<file path="config.mk">
export PLATFORM = sky130hd
export DESIGN_NAME = keypad_scan_debounce_fifo_unit_flat
export DESIGN_NICKNAME = d
export VERILOG_FILES = /design/src/rtl/core/kpsd_pkg.sv /design/src/rtl/core/kpsd_if.sv /design/src/rtl/core/kpsd_code_enc.sv /design/src/rtl/core/kpsd_ring.sv /design/src/rtl/core/keypad_scan_debounce_fifo_unit.sv /design/src/flat_wrapper.sv
export SDC_FILE = /design/constraint.sdc
export NUM_CORES = 1
export LEC_CHECK = 0
export BUFFER_PORTS_ARGS = -buffer_cell sky130_fd_sc_hd__buf_2
export CAP_MARGIN = 20
export CORE_MARGIN = 2
export CORE_UTILIZATION = 54
export DETAILED_ROUTE_END_ITERATION = 8
export PLACE_DENSITY = 0.74
export SLEW_MARGIN = 20
export SYNTH_ARGS = -nofsm -noshare
export SYNTH_HDL_FRONTEND = slang
export SYNTH_SLANG_ARGS = --single-unit
</file>
<file path="constraint.sdc">
create_clock -name clock -period 3.35 [get_ports clock]
set_input_delay 0.1675 -clock clock [delete_from_list [all_inputs] [get_ports clock]]
set_output_delay 0.1675 -clock clock [all_outputs]
set_load 0.05 [all_outputs]
</file>
<file path="src/rtl/core/kpsd_pkg.sv">
package kpsd_pkg;

   localparam int ROWS        = 4;
   localparam int COLS        = 3;
   localparam int MATRIX_W    = ROWS * COLS;
   localparam int CODE_W      = 4;
   localparam int BYTE_W      = 8;
   localparam int NUM_CODES   = 13;
   localparam int TICKS_W     = 8;
   localparam int MAP_LOW_W   = 64;
   localparam int MAP_HIGH_W  = 40;
   localparam int CSR_DATA_W  = 64;
   localparam int CSR_IDX_W   = 2;

   localparam logic [COLS-1:0]    COL_CLAMP     = 3'd3;
   localparam logic [TICKS_W-1:0] TICKS_RESET   = 8'd20;
   localparam logic [CODE_W-1:0]  CODE_NONE     = 4'd0;

   typedef enum logic {
      OP_TICK = 1'b0,
      OP_READ = 1'b1
   } op_type;

   typedef enum logic [CSR_IDX_W-1:0] {
      CSR_DEBOUNCE_TICKS = 2'd0,
      CSR_MAP_LOW        = 2'd1,
      CSR_MAP_HIGH       = 2'd2
   } csr_index_type;

   typedef struct packed {
      logic              push;
      logic              pop;
      logic [BYTE_W-1:0] data;
   } ring_ctl_type;

   typedef struct packed {
      logic              empty;
      logic              full;
      logic              nonempty_next;
      logic [BYTE_W-1:0] head;
   } ring_stat_type;

endpackage

</file>
<file path="src/rtl/core/kpsd_if.sv">
interface kpsd_req_if;
   import kpsd_pkg::*;
   logic                valid;
   logic                ready;
   logic                op;
   logic [MATRIX_W-1:0] pressed_matrix;

   modport source (output valid, output op, output pressed_matrix, input ready);
   modport sink   (input valid, input op, input pressed_matrix, output ready);
endinterface

interface kpsd_rsp_if;
   import kpsd_pkg::*;
   logic              valid;
   logic              ready;
   logic [BYTE_W-1:0] read_byte;
   logic              irq_pending;

   modport source (output valid, output read_byte, output irq_pending, input ready);
   modport sink   (input valid, input read_byte, input irq_pending, output ready);
endinterface

</file>
<file path="src/rtl/core/kpsd_code_enc.sv">
module kpsd_code_enc
   import kpsd_pkg::*;
(
   input  logic [MATRIX_W-1:0] matrix,
   output logic [CODE_W-1:0]   code
);

   logic [COLS-1:0] cols;

   // lowest pressed row wins
   always_comb begin
      code = CODE_NONE;
      cols = '0;
      for (int r = ROWS - 1; r >= 0; r--) begin
         cols = matrix[r*COLS +: COLS];
         if (cols > COL_CLAMP) begin
            cols = COL_CLAMP;
         end
         if (cols != '0) begin
            code = CODE_W'(r * COLS) + CODE_W'(cols);
         end
      end
   end

endmodule

</file>
<file path="src/rtl/core/kpsd_ring.sv">
module kpsd_ring
   import kpsd_pkg::*;
#(
   parameter int RING_DEPTH = 16
)(
   input  logic          clock,
   input  logic          reset,
   input  ring_ctl_type  ctl,
   output ring_stat_type stat
);

   localparam int PTR_W = $clog2(RING_DEPTH);
   localparam logic [PTR_W-1:0] LAST_SLOT = PTR_W'(RING_DEPTH - 1);

   logic [BYTE_W-1:0] mem [RING_DEPTH];
   logic [PTR_W-1:0]  wr_ptr_ff, wr_ptr_in;
   logic [PTR_W-1:0]  rd_ptr_ff, rd_ptr_in;
   logic [PTR_W-1:0]  wr_step, rd_step;
   logic [BYTE_W-1:0] head_ff;
   logic              do_push, do_pop;

   assign wr_step = (wr_ptr_ff == LAST_SLOT) ? '0 : wr_ptr_ff + 1'b1;
   assign rd_step = (rd_ptr_ff == LAST_SLOT) ? '0 : rd_ptr_ff + 1'b1;

   assign stat.empty = (wr_ptr_ff == rd_ptr_ff);
   assign stat.full  = (wr_step == rd_ptr_ff);
   assign do_push    = ctl.push && !stat.full;
   assign do_pop     = ctl.pop && !stat.empty;

   assign wr_ptr_in = do_push ? wr_step : wr_ptr_ff;
   assign rd_ptr_in = do_pop  ? rd_step : rd_ptr_ff;

   assign stat.nonempty_next = (wr_ptr_in != rd_ptr_in);
   assign stat.head          = head_ff;

   // head tracks mem[rd_ptr], write-first on a hit
   always_ff @(posedge clock) begin
      if (do_push) begin
         mem[wr_ptr_ff] <= ctl.data;
      end
      if (do_push && wr_ptr_ff == rd_ptr_in) begin
         head_ff <= ctl.data;
      end else begin
         head_ff <= mem[rd_ptr_in];
      end
   end

   always_ff @(posedge clock) begin
      if (reset) begin
         wr_ptr_ff <= '0;
         rd_ptr_ff <= '0;
      end else begin
         wr_ptr_ff <= wr_ptr_in;
         rd_ptr_ff <= rd_ptr_in;
      end
   end

   a_no_push_when_full: assert property (@(posedge clock) disable iff (reset)
      ctl.push && stat.full |=> $stable(wr_ptr_ff))
      else $error("ring write pointer moved on a full ring");

   a_push_pop_exclusive: assert property (@(posedge clock) disable iff (reset)
      !(ctl.push && ctl.pop))
      else $error("ring push and pop in the same beat");

endmodule

</file>
<file path="src/rtl/core/keypad_scan_debounce_fifo_unit.sv">
// channel | dir | handshake         | payload
// req_bus | in  | valid/ready       | op, pressed_matrix
// rsp_bus | out | valid/ready       | read_byte, irq_pending
// csr_*   | in  | csr_we (no ready) | csr_index, csr_wdata
//
// One beat per cycle sustained while rsp is ready; a req beat passes the
// input register, then the result register, before its rsp beat.
// Ring head is held in a register fed by the ring memory read port.
// Synchronous active-high reset clears pointers, debounce state and maps.
// A stalled rsp holds the result; req stalls only while both stages are full
// and rsp is held.
module keypad_scan_debounce_fifo_unit
   import kpsd_pkg::*;
#(
   parameter int RING_DEPTH = 16
)(
   input  logic                  clock,
   input  logic                  reset,
   kpsd_req_if.sink              req_bus,
   kpsd_rsp_if.source            rsp_bus,
   input  logic                  csr_we,
   input  logic [CSR_IDX_W-1:0]  csr_index,
   input  logic [CSR_DATA_W-1:0] csr_wdata
);

   logic                  in_valid_ff;
   logic                  in_op_ff;
   logic [MATRIX_W-1:0]   in_matrix_ff;
   logic                  out_valid_ff;
   logic [BYTE_W-1:0]     out_byte_ff, out_byte_in;
   logic                  out_irq_ff;

   logic [TICKS_W-1:0]    ticks_ff;
   logic [MAP_LOW_W-1:0]  map_low_ff;
   logic [MAP_HIGH_W-1:0] map_high_ff;

   logic [CODE_W-1:0]     last_code_ff, last_code_in;
   logic [TICKS_W-1:0]    count_ff, count_in;

   logic [CODE_W-1:0]     code;
   logic [BYTE_W-1:0]     map_tab [NUM_CODES];
   logic [BYTE_W-1:0]     code_byte;
   logic                  fire;
   logic                  req_beat;
   ring_ctl_type          ring_ctl;
   ring_stat_type         ring_stat;

   assign fire          = in_valid_ff && (!out_valid_ff || rsp_bus.ready);
   assign req_bus.ready = !in_valid_ff || fire;
   assign req_beat      = req_bus.valid && req_bus.ready;

   always_comb begin
      for (int i = 0; i < 8; i++) begin
         map_tab[i] = map_low_ff[i*BYTE_W +: BYTE_W];
      end
      for (int i = 8; i < NUM_CODES; i++) begin
         map_tab[i] = map_high_ff[(i-8)*BYTE_W +: BYTE_W];
      end
   end

   kpsd_code_enc u_enc (
      .matrix (in_matrix_ff),
      .code   (code)
   );

   assign code_byte = (code < CODE_W'(NUM_CODES)) ? map_tab[code] : '0;

   always_comb begin
      ring_ctl     = '0;
      ring_ctl.data = code_byte;
      out_byte_in  = '0;
      last_code_in = last_code_ff;
      count_in     = count_ff;
      if (fire) begin
         case (op_type'(in_op_ff))
            OP_READ: begin
               if (ring_stat.empty) begin
                  out_byte_in = map_tab[0];
               end else begin
                  out_byte_in  = ring_stat.head;
                  ring_ctl.pop = 1'b1;
               end
            end
            OP_TICK: begin
               if (code != last_code_ff) begin
                  count_in     = ticks_ff;
                  last_code_in = code;
               end else if (count_ff != '0) begin
                  count_in      = count_ff - 1'b1;
                  ring_ctl.push = (count_ff == TICKS_W'(1)) && (code != CODE_NONE);
               end
            end
            default: ;
         endcase
      end
   end

   kpsd_ring #(.RING_DEPTH(RING_DEPTH)) u_ring (
      .clock (clock),
      .reset (reset),
      .ctl   (ring_ctl),
      .stat  (ring_stat)
   );

   always_ff @(posedge clock) begin
      if (reset) begin
         in_valid_ff  <= 1'b0;
         out_valid_ff <= 1'b0;
         last_code_ff <= CODE_NONE;
         count_ff     <= '0;
      end else begin
         if (req_bus.ready) begin
            in_valid_ff <= req_bus.valid;
         end
         if (fire) begin
            out_valid_ff <= 1'b1;
         end else if (rsp_bus.ready) begin
            out_valid_ff <= 1'b0;
         end
         last_code_ff <= last_code_in;
         count_ff     <= count_in;
      end
   end

   always_ff @(posedge clock) begin
      if (req_beat) begin
         in_op_ff     <= req_bus.op;
         in_matrix_ff <= req_bus.pressed_matrix;
      end
      if (fire) begin
         out_byte_ff <= out_byte_in;
         out_irq_ff  <= ring_stat.nonempty_next;
      end
   end

   always_ff @(posedge clock) begin
      if (reset) begin
         ticks_ff    <= TICKS_RESET;
         map_low_ff  <= '0;
         map_high_ff <= '0;
      end else if (csr_we) begin
         case (csr_index_type'(csr_index))
            CSR_DEBOUNCE_TICKS: ticks_ff    <= csr_wdata[TICKS_W-1:0];
            CSR_MAP_LOW:        map_low_ff  <= csr_wdata[MAP_LOW_W-1:0];
            CSR_MAP_HIGH:       map_high_ff <= csr_wdata[MAP_HIGH_W-1:0];
            default: ;
         endcase
      end
   end

   assign rsp_bus.valid       = out_valid_ff;
   assign rsp_bus.read_byte   = out_byte_ff;
   assign rsp_bus.irq_pending = out_irq_ff;

   a_ready_only_when_blocked: assert property (@(posedge clock) disable iff (reset)
      !req_bus.ready |-> in_valid_ff && out_valid_ff && !rsp_bus.ready)
      else $error("req stalled without a blocked result");

   a_fire_fills_output: assert property (@(posedge clock) disable iff (reset)
      fire |=> out_valid_ff)
      else $error("processed beat lost before the result register");

   a_tick_result_zero: assert property (@(posedge clock) disable iff (reset)
      fire && in_op_ff == OP_TICK |=> out_byte_ff == '0)
      else $error("scan tick produced a non-zero byte");

endmodule

</file>
<file path="src/flat_wrapper.sv">
// flat-port wrapper written by rule: the top's interface ports become plain ports
module keypad_scan_debounce_fifo_unit_flat import kpsd_pkg::*;
#(
   parameter int RING_DEPTH = 16
)
  (clock, reset, csr_we, csr_index, csr_wdata, req_bus_valid, req_bus_op, req_bus_pressed_matrix, req_bus_ready, rsp_bus_valid, rsp_bus_read_byte, rsp_bus_irq_pending, rsp_bus_ready);
  kpsd_req_if req_bus_i ();
  kpsd_rsp_if rsp_bus_i ();
  input  logic clock;
  input  logic reset;
  input  logic csr_we;
  input  logic [CSR_IDX_W-1:0] csr_index;
  input  logic [CSR_DATA_W-1:0] csr_wdata;
  input wire logic [$bits(req_bus_i.valid)-1:0] req_bus_valid;
  input wire logic [$bits(req_bus_i.op)-1:0] req_bus_op;
  input wire logic [$bits(req_bus_i.pressed_matrix)-1:0] req_bus_pressed_matrix;
  output wire logic [$bits(req_bus_i.ready)-1:0] req_bus_ready;
  output wire logic [$bits(rsp_bus_i.valid)-1:0] rsp_bus_valid;
  output wire logic [$bits(rsp_bus_i.read_byte)-1:0] rsp_bus_read_byte;
  output wire logic [$bits(rsp_bus_i.irq_pending)-1:0] rsp_bus_irq_pending;
  input wire logic [$bits(rsp_bus_i.ready)-1:0] rsp_bus_ready;
  assign req_bus_i.valid = req_bus_valid;
  assign req_bus_i.op = req_bus_op;
  assign req_bus_i.pressed_matrix = req_bus_pressed_matrix;
  assign req_bus_ready = req_bus_i.ready;
  assign rsp_bus_valid = rsp_bus_i.valid;
  assign rsp_bus_read_byte = rsp_bus_i.read_byte;
  assign rsp_bus_irq_pending = rsp_bus_i.irq_pending;
  assign rsp_bus_i.ready = rsp_bus_ready;
  keypad_scan_debounce_fifo_unit #(.RING_DEPTH(RING_DEPTH)) u_core (.clock(clock), .reset(reset), .req_bus(req_bus_i), .rsp_bus(rsp_bus_i), .csr_we(csr_we), .csr_index(csr_index), .csr_wdata(csr_wdata));
endmodule
</file>
After elaboration in Yosys (flattened, before gate mapping)

Memories as Yosys holds them, arrays and structs flattened. A register that Yosys moved wholly into a read port is not among the register bits.
Cells that the tools add are included.

Divide/modulo/power cells: 0
Multipliers: 0
Add/sub/neg operators: 6
Mux-type cells: 29
Bitwise logic cells: 2
Magnitude comparators: 6
Equality and inequality tests: 9
Shift operators: 0
Reduce and logical (&&, ||, !) cells: 25

Operator list:

| kind                | count |
|---|---|
| $mux 8              | 6 |
| $bmux 8 s4          | 1 |
| $mux 4              | 8 |
| $gt 3x2->1 const B  | 4 |
| $mux 3              | 4 |
| $reduce_bool 3->1   | 4 |
| $mux 1              | 9 |
| $add 4x1->4 const B | 2 |
| $eq 4x4->1          | 2 |
| $eq 4x4->1 const B  | 2 |
| $eq 8x1->1 const B  | 1 |
| $ne 4x4->1          | 2 |
| $reduce_bool 8->1   | 1 |
| $sub 8x1->8 const B | 1 |
| $reduce_and 2->1    | 3 |
| $reduce_and 3->1    | 2 |
| $ge 5x5->1 const B  | 1 |
| $logic_and 1x1->1   | 5 |
| $not 4->5           | 1 |
| $add 2x3->4 const A | 1 |
| $add 3x3->4 const A | 1 |
| $add 4x3->4 const A | 1 |
| $logic_not 1->1     | 4 |
| $lt 4x4->1 const B  | 1 |
| other kinds (8)     | 10 |

Word-level logic and storage cells: 91
RAM bits: 128
Bits in latches: 0
Memories: 1
Flip-flop bits (word level): 156
Output and inout port bits: 11
Memory bits (read-only): 0

Memories:

| memory            | depth | bits a word | rd ports | clocked after Yosys merged registers in | write ports | RTL line        | RTL |
|---|---|---|---|---|---|---|---|
| u_core.u_ring.mem | 16    | 8           | 1        | 1                                       | 1           | kpsd_ring.sv:15 | `logic [BYTE_W-1:0] mem [RING_DEPTH];` |

Logic depth before layout (Yosys ltp)

Gate-level depths: netlist of run 1.

Depth after elaboration: 16
Gate-level depth with buffers: 13
Depth with buffers taken out: 11

Modules after synthesis

Synthesis of run 1 repeated with hierarchy kept, for this count alone.

Cell total of the unflattened synthesis: 1,023
Area, all modules: 12,356.9 sq um

Modules (own cells, without submodules):

| module                         | cells each | times used | seq. area each (sq um) | area each (sq um) |
|---|---|---|---|---|
| keypad_scan_debounce_fifo_unit | 700        | 1          | 3,183.1                | 6,402.4 |
| kpsd_ring                      | 296        | 1          | 4,083.9                | 5,764.3 |
| kpsd_code_enc                  | 27         | 1          | 0.0                    | 190.2 |

Worst setup path after synthesis of run 1

Ideal clock, no wire load.

Kind: register -> register
Start point: register u_core.in_matrix_ff[5]
End point: memory u_core.u_ring.mem[0][0] (data pin)
Stages on the path, launching flop included: 12
Arrival: 3,139 ps
Path buffers: 2
Data required time: 3,020 ps
Setup time: 330 ps
Clock period less this slack: 3,469 ps
Setup slack: -119 ps
Cell sequence: edfxtp_1 nor2_1 ha_1 or3b_1 o221ai_2 and2_1 clkbuf_1 buf_1 nand2_1 nand3_1 a31oi_1 o21ai_0

Word-level cells in the longest chain between the ends: 10
Elaborated cells between the ends (all ways): 12
Those cells by class: add/sub: 1; order compare: 2; mux: 7; bitwise: 1; reduce/logical: 1

RTL lines:

| item                                                    | RTL line                                 | RTL |
|---|---|---|
| start: declaration                                      | keypad_scan_debounce_fifo_unit.sv:28     | `logic [MATRIX_W-1:0] in_matrix_ff;` |
| start signal: assignment                                | keypad_scan_debounce_fifo_unit.sv:128    | `in_matrix_ff <= req_bus.pressed_matrix;` |
| $gt 3x2->1                                              | kpsd_code_enc.sv:16                      | `if (cols > COL_CLAMP) begin` |
| $mux 3 *                                                | kpsd_code_enc.sv:16                      |  |
| $add 2x3->4 / $reduce_bool 3->1 (equally long branches) | kpsd_code_enc.sv:20, kpsd_code_enc.sv:19 |  |
| $mux 4 * (2 in a row)                                   | kpsd_code_enc.sv:19                      | `if (cols != '0) begin` |
| $not 4->5 (not written as such)                         | keypad_scan_debounce_fifo_unit.sv:66     | `assign code_byte = (code < CODE_W'(NUM_CODES)) ? map_tab[code] : '0;` |
| $bmux 8 s4                                              | keypad_scan_debounce_fifo_unit.sv:66     |  |
| $mux 8 (not written as such) (2 in a row)               | keypad_scan_debounce_fifo_unit.sv:66     |  |
| $mux 8 *                                                | keypad_scan_debounce_fifo_unit.sv:66     |  |
| via u_core.code_byte[0]                                 | keypad_scan_debounce_fifo_unit.sv:42     | `logic [BYTE_W-1:0] code_byte;` |
| end: declaration                                        | kpsd_ring.sv:15                          |  |

Mark *: on every way through the listed nets, which the timed path passes. The rest lies on a longest branch. The select of a mux whose other input is x is not followed.

Final worst setup path of run 1

Start point: register u_core.in_matrix_ff[5]
End point: memory u_core.u_ring.mem[1][3], enable pin

Word-level cells in the longest chain between the ends: 14
Elaborated cells between the ends (all ways): 16
Those cells by class: add/sub: 1; order compare: 1; eq/ne: 1; mux: 9; reduce/logical: 4

RTL lines:

| item                                                    | RTL line                                 | RTL |
|---|---|---|
| $gt 3x2->1                                              | kpsd_code_enc.sv:16                      |  |
| $mux 3 *                                                | kpsd_code_enc.sv:16                      |  |
| $add 2x3->4 / $reduce_bool 3->1 (equally long branches) | kpsd_code_enc.sv:20, kpsd_code_enc.sv:19 |  |
| $mux 4 * (2 in a row)                                   | kpsd_code_enc.sv:19                      |  |
| $reduce_bool 4->1                                       | keypad_scan_debounce_fifo_unit.sv:90     | `ring_ctl.push = (count_ff == TICKS_W'(1)) && (code != CODE_NONE);` |
| $logic_and 1x1->1                                       | keypad_scan_debounce_fifo_unit.sv:90     |  |
| $mux 1                                                  | keypad_scan_debounce_fifo_unit.sv:88     | `end else if (count_ff != '0) begin` |
| $mux 1 *                                                | keypad_scan_debounce_fifo_unit.sv:85     | `if (code != last_code_ff) begin` |
| $mux 1 *                                                | keypad_scan_debounce_fifo_unit.sv:75     | `case (op_type'(in_op_ff))` |
| $mux 2 *                                                | keypad_scan_debounce_fifo_unit.sv:74     | `if (fire) begin` |
| $logic_and 1x1->1 *                                     | kpsd_ring.sv:27                          | `assign do_push = ctl.push && !stat.full;` |
| $mux 1 *                                                | kpsd_ring.sv:38                          | `if (do_push) begin` |
| $mux 1 (not written as such) *                          | kpsd_ring.sv:39                          | `mem[wr_ptr_ff] <= ctl.data;` |

Every way passes the cells marked *; elsewhere a longest branch is shown, timed or not.

==> flow_summary.yaml, run 1 <==
status:
  outcome: "complete, no violations"
critical_path:
  critPathMaxFanout: 9
  cp_cell_sequence: "nor2_4, ha_1, or3b_1, o221ai_4, and3_1, o2111ai_2, nor4_4, buf_4, nand2_1, nor3_1, buf_4"
  critPathBufInv: 2
  cp_common_cell: "buf_4"
  worst_setup_path_end_kind: "flip-flop"
  critPathMaxStageDelay_ps: 450
  r2r_slack_ps: 80
  rr_worst_depth: 11
  start_kind: "flip-flop"
  cp.arrival_ps: 3550
  regToRegStartpoint: "u_core.in_matrix_ff[5]"
  worst_path_max_delay_cell: "edfxtp_1"
  worstReg2RegEnd: "u_core.u_ring.mem[1][3]"
  path_class: "flip-flop to flip-flop"
  crit_family: "simple AND/OR/NAND/NOR gates"
  cp.required_ps: 3630
layout:
  diodes: 0
  design_area_sq_um: 15000
  fin_util_pct: 68.1
  fill_cells: 1494
  area_delta_synth_final_pct: 23.4
  drive_gt1_share_pct: 20.5
  num-nets-final: 1355
synthesis:
  synth-xor-area-share_pct: 1.27
  postSynthCellCount: 1074
  synth_cell_types: 59
  ys_warn_count: 0
  seq_area_frac_synth_pct: 60.0
  yosys.area_share.simple_pct: 14.7
  synth_edf_count: 150
  async_flop_share_pct: 0
  synth_area_sq_um: 12100
  synth_top_family_by_area: "simple AND/OR/NAND/NOR gates"
  synth_seq_cells: 288
  synth_fa_ha_area_share_pct: 1.34
  syn-mean-instance-area_sq_um: 11.3
  synth.area.mux_share_pct: 11.2
  synth_compound_area_share_pct: 8.76
  synthesis.nets: 1171
  synth_ff_type: "edfxtp_1"
power:
  ir_drop_v: 0.000515
  power_density_nw_per_um2: 521
  power.static_leakage_uw: 0.00516
clock_network:
  tritoncts: "yes"
  clockBufferDepth: 3
  cts.sinks: 288
  htree_levels: 1
  post-cts-setup-buffer-count: 0
  clock_latency_ps: 580
  root_buffer: "clkbuf_16"
  clkTransAtPathRegs_ps: 60
  cts_made_buffers: 30
sta:
  finalSetupViolCount: 0
  period_minus_slack_ps: 3270
  layout_worst_path_cycle_share_pct: 97.6
  slew_viol_final: 0
  max-slew-margin-rel_pct: 33.6
  worst-slew-pin-transition_ps: 992
  max_freq_ghz: 0.306
  tns_ps: 0
  fin_worst_skew_ps: 32.3
  finalHoldViolCount: 0
worst_hold_path:
  hp-class: "input pin to flip-flop"
  min_path_cells: 4
  min_to: "u_core.ticks_ff[1]"
  hp-start: "csr_index[1]"
global_routing:
  grt.overflow.total: 0
  grt_most_used_layer: "met2"
  grt_use_met2_pct: 44.5
  antenna_found_initial: 0
  grt_pass1_wl_microns: 49100
  grt_use_total_pct: 26.5
  grtUsageMet3_pct: 4.17
  met1_usage_pct: 35.5
  grt_max_degree: 76
  grt_pass1_vias: 8837
route:
  vias_per_cell: 5.80
  wl_per_cell_microns: 20.2
  vias: 9046
  drt_iter0_markers: 1022
  drc: 0
  first_pass_iters: 7
  routed_wirelength_microns: 31500
  antenna_left: 0
placed_design:
  port_buffers: 94
  placed_area_sq_um: 13100
  dp_hpwl_microns: 20000
  globalplace.congestion: 0.862
job:
  max-cap-violations: 0
die:
  fp.dieW_microns: 154
  rows: 54
  core_area_sq_um: 22000
  start_util_pct: 55.2
  io_pins: 95
  die_h_microns: 154
  die_area_sq_um: 23700
==> cell usage in the layout (no fill, tap or decap), drive strengths merged, types with 7 or more instances in the layout <==
| cell type | synthesis | layout |
|---|---|---|
| nand2 | 276 | 276 |
| edfxtp | 150 | 150 |
| buf | 14 | 141 |
| dfxtp | 138 | 138 |
| a21oi | 117 | 117 |
| dlygate4sd3 | 0 | 80 |
| mux4 | 48 | 48 |
| nor2 | 45 | 45 |
| clkbuf | 55 | 38 |
| mux2i | 27 | 27 |
| nand3 | 21 | 21 |
| o21ai | 21 | 21 |
| inv | 16 | 16 |
| nor2b | 15 | 15 |
| ha | 13 | 13 |
| a31oi | 13 | 13 |
| and3 | 11 | 11 |
| a211oi | 10 | 10 |
| clkinv | 0 | 10 |
| nor3 | 9 | 9 |
| a22oi | 8 | 8 |
| xnor2 | 8 | 8 |
| xor2 | 7 | 7 |
==> logic make-up after synthesis <==
logic type                 after synthesis
and+or+nand+nor                        410
DFF                                    288
AOI/OAI and AO/OA                      185
buffers and inverters                   85
muxes                                   76
xor gates and xnor gates                16
adders and majority gates               13
other                                    1
==> per-layer routing <==
metal  vias up  wire (microns)
met5         -               0
met1      4362           12600
li1       4196               -
met3        73            2420
met2       415           15300
met4         0            1160
==> per-stage QoR <==
| stage | hold WS (ps) | instances | setup slack [ps] | total power [uW] |
|---|---|---|---|---|
| finish | 100 | 1561 | 82.0 | 7790 |
| global route | 132 | 1561 | -48.9 | 8010 |
| CTS | 86.4 | 1561 | 95.7 | 7800 |
| detailed placement | 346 | 1426 | 231 | 4370 |
| global placement | 346 | 1426 | 310 | 4360 |
| floorplan | 266 | 1074 | -94.9 | 4160 |
==> report_power, final <==
group | switching (uW) | internal [uW]
registers | 43.1 | 3790
clock network | 1390 | 2010
logic | 327 | 222
total | 1760 | 6020
==> cells in the mapped netlist, types with 3 or more instances <==
library cell  number  area (sq um)
nand2_1          275          1030
edfxtp_1         150          4500
dfxtp_1          138          2760
a21oi_1          117           586
clkbuf_1          55           206
mux4_2            48          1080
nor2_1            44           165
mux2i_1           27           270
nand3_1           21           105
o21ai_0           19          95.1
inv_1             16          60.1
nor2b_1           15          93.8
ha_1              13           163
a31oi_1           12          75.1
and3_1            11          68.8
a211oi_1          10          75.1
buf_1             10          37.5
nor3_1             9          45.0
a22oi_1            8          60.1
xnor2_1            8          70.1
xor2_1             7          61.3
buf_2              4          20.0
nor3b_1            4          30.0
and2_0             3          18.8
and2_1             3          18.8
nand4_1            3          18.8
o31ai_1            3          22.5
or2_2              3          18.8
==> area by class of cell <==
class | instances | area [sq um] | share of cell area (%)
clock buffers | 38 | 801 | 5.35
inverters | 16 | 60.1 | 0.402
repair buffers | 221 | 1670 | 11.2
clock inverters | 17 | 220 | 1.47
multi-input cells | 701 | 4590 | 30.7
well taps | 280 | 350 | 2.34
flip-flops and latches | 288 | 7270 | 48.6
==> repair_timing <==
action,CTS,global route
hold endpoints to repair,127,0
resized for setup,0,11
setup endpoints to repair,0,103
hold buffers,80,0
==> tightest hold or removal path, cell delays in order <==
cell     delay, ps
buf_2          110
nor3b_2        140
mux2i_1        150
nor2_1          70
==> flip-flops by register name, summed over array words and instances (netlist names), named ones only <==
name	count
u_core.rsp_bus.valid	1
u_core.rsp_bus.read_byte	8
u_core.in_valid_ff	1
u_core.map_low_ff	64
u_core.in_matrix_ff	12
u_core.ticks_ff	8
u_core.last_code_ff	4
u_core.u_ring.mem	128
u_core.rsp_bus.irq_pending	1
u_core.u_ring.rd_ptr_ff	4
u_core.count_ff	8
u_core.in_op_ff	1
u_core.u_ring.wr_ptr_ff	4
u_core.map_high_ff	40
==> how the worst max path moves through the flow <==
stage | from | endpoint | depth (start not counted)
finish | u_core.in_matrix_ff[5] | u_core.u_ring.mem[1][3] | 11
global route | u_core.in_matrix_ff[11] | u_core.rsp_bus.irq_pending | 12
CTS | u_core.in_matrix_ff[5] | u_core.u_ring.mem[0][2] | 11
detailed placement | u_core.in_matrix_ff[5] | u_core.rsp_bus.irq_pending | 11
global placement | u_core.in_matrix_ff[5] | u_core.u_ring.mem[0][5] | 11
floorplan | u_core.in_matrix_ff[5] | u_core.u_ring.mem[0][0] | 9
Note: power is estimated with default switching activity, not from simulation.
==> run 2: changes to the inputs <==
--- a/config.mk
+++ b/config.mk
@@ -9,2 +9,3 @@
 export CAP_MARGIN = 20
+export CORE_ASPECT_RATIO = 1.2
 export CORE_MARGIN = 2
==> constraint.sdc (replaced) <==
create_clock -name clock -period 3.35 [get_ports clock]
set_input_delay 0 -clock clock [delete_from_list [all_inputs] [get_ports clock]]
set_output_delay 0 -clock clock [all_outputs]
set_load 0.05 [all_outputs]
==> run 2 against run 1 <==
Register-to-register slack gained 130 ps. Largest cell class unchanged. Largest power group unchanged. Fmax is 4.1% higher. Clock power is 9.7% lower. Power is 4.6% lower. Critical endpoint is now u_core.u_ring.mem[4][1].
==> flow_summary.yaml, run 2 (synthesized netlist as in run 1, its figures left out) <==
placed_design:
  dp_hpwl_microns: 19100
  port_buffers: 94
  placed_area_sq_um: 13100
  globalplace.congestion: 0.897
  post-place-ws_ps: -17.4
  place_inst: 1430
critical_path:
  critPathMaxFanout: 16
  path_class: "flip-flop to flip-flop"
  start_kind: "flip-flop"
  cp_cell_sequence: "or2_2, inv_1, ha_1, nor4_2, o221ai_2, nand2_2, buf_4, buf_4, nand2_1, and3_1, a211oi_1, a31oi_1, o21ai_1, buf_4"
  cp_common_cell: "buf_4"
  worst_path_max_delay_cell: "edfxtp_1"
  worst_setup_path_end_kind: "flip-flop"
  cp.required_ps: 3710
  cp.arrival_ps: 3500
  critPathMaxStageDelay_ps: 380
route:
  routed_wirelength_microns: 29600
  vias_per_cell: 5.72
  wl_per_cell_microns: 19.0
  vias: 8930
  antenna_left: 0
  drt_iter0_markers: 598
  first_pass_iters: 5
  drc: 0
global_routing:
  grt_pass1_wl_microns: 46700
  grt_max_degree: 83
  antenna_found_initial: 0
  grt.overflow.total: 0
  grt_use_total_pct: 24.9
  grt_pass1_vias: 8887
power:
  power_density_nw_per_um2: 501
  p_sw_share_pct: 22.2
  clockPowerShare_pct: 41.4
  p_comb_share_pct: 7.0
  pwr-share-seq_pct: 51.7
  power.static_leakage_uw: 0.00512
  p_switching_uw: 1650
  ir_drop_v: 0.000350
  intPower_uw: 5780
clock_network:
  cts_made_buffers: 28
  post-cts-setup-buffer-count: 0
  clockBufferDepth: 3
  cts.sinks: 288
  clkTransAtPathRegs_ps: 60
  clock_latency_ps: 560
  htree_levels: 1
  tritoncts: "yes"
  root_buffer: "clkbuf_16"
die:
  io_pins: 95
  start_util_pct: 54.5
  fp.dieW_microns: 141
  core_area_sq_um: 22200
  die_h_microns: 168
  die_area_sq_um: 23700
  rows: 60
sta:
  max-slew-margin-rel_pct: 43.6
  tns_ps: 0
  worst-slew-pin-transition_ps: 847
  slew_viol_final: 0
  finalSetupViolCount: 0
  period_minus_slack_ps: 3140
  finalHoldViolCount: 0
  fin_worst_skew_ps: 28.0
  max_freq_ghz: 0.318
  layout_worst_path_cycle_share_pct: 93.7
  fin_ws_ps: 210
layout:
  final_cell_mix: "nand2_1, edfxtp_1, dfxtp_1"
  design_area_sq_um: 14800
  final_common_cell: "nand2_1"
  largest_reg_flops: 128
  fill_cells: 1552
  fin_util_pct: 66.7
  drive_gt1_share_pct: 20.0
  largest-register: "u_core.u_ring.mem"
  num-nets-final: 1358
  diodes: 0
  final_cells: 1562
  area_delta_synth_final_pct: 22.4
  reg_top3: "u_core.u_ring.mem: 128 flops, u_core.map_low_ff: 64 flops, u_core.map_high_ff: 40 flops"
job:
  max-cap-violations: 0
worst_hold_path:
  hp-class: "input pin to flip-flop"
status:
  outcome: "complete, no violations"
[run 2: changes by cell type in the layout (fill, tap and decap cells not counted), moves of 2 or more]
cell        change
nor2_1          +3
clkinvlp_4      -2
clkbuf_1        +4
buf_4           +7
clkinv_2        -3
bufinv_16       -3
nor2_2          -2
clkbuf_8        +2
[run 2: critical path, delay by kind of cell (launching register included)]
kind	cells	cell delay (ps)
buffers and inverters	4	720
and+or+nand+nor	5	970
DFF	1	380
adders and majority gates	1	230
AOI/OAI and AO/OA	4	670
[run 2: area by class of cell]
cell class | count | area [sq um] | area share [%]
repair buffers | 226 | 1690 | 11.4
well taps | 279 | 349 | 2.35
clock buffers | 44 | 823 | 5.55
flip-flops and latches | 288 | 7270 | 49.0
inverters | 16 | 60.1 | 0.405
multi-input cells | 701 | 4550 | 30.7
clock inverters | 8 | 85.1 | 0.574
[run 2: power by group through the flow]
stage,Clock (uW),Combinational (uW),Sequential [uW]
after floorplan,0,246,3910
after global placement,0,427,3910
after detailed placement,0,436,3910
after CTS,3120,510,3840
after global routing,3240,566,3840
final,3070,519,3840
[run 2: layer usage]
layer	global-route usage (%)	vias up	share of wire, %
met5	0	-	0
met2	44.6	327	51
met3	3.13	73	6.0
li1	-	4194	-
met4	9.83	0	4.0
met1	30.8	4336	39
[run 2: stage by stage]
stage | hold slack [ps] | power [uW]
after floorplan | 98.9 | 4160
after global placement | 177 | 4340
after detailed placement | 178 | 4350
after CTS | 29.7 | 7460
after global routing | 59.1 | 7650
final | 42.4 | 7430
[run 2: path summary, 6_finish.rpt]
kind                      startpoint                       to  slack (ps)  depth (start not counted)
min                            reset   u_core.map_high_ff[31]          40                          2
max          u_core.in_matrix_ff[11]  u_core.u_ring.mem[4][1]         210                         14
min reg2reg    u_core.map_high_ff[2]    u_core.map_high_ff[2]         450                          2
max reg2reg  u_core.in_matrix_ff[11]  u_core.u_ring.mem[4][1]         210                         14
[run 2: what timing repair did]
action,CTS,global route
endpoints found under the setup margin,16,90
hold buffers,80,0
resized for setup,1,3
hold endpoints to repair,127,0
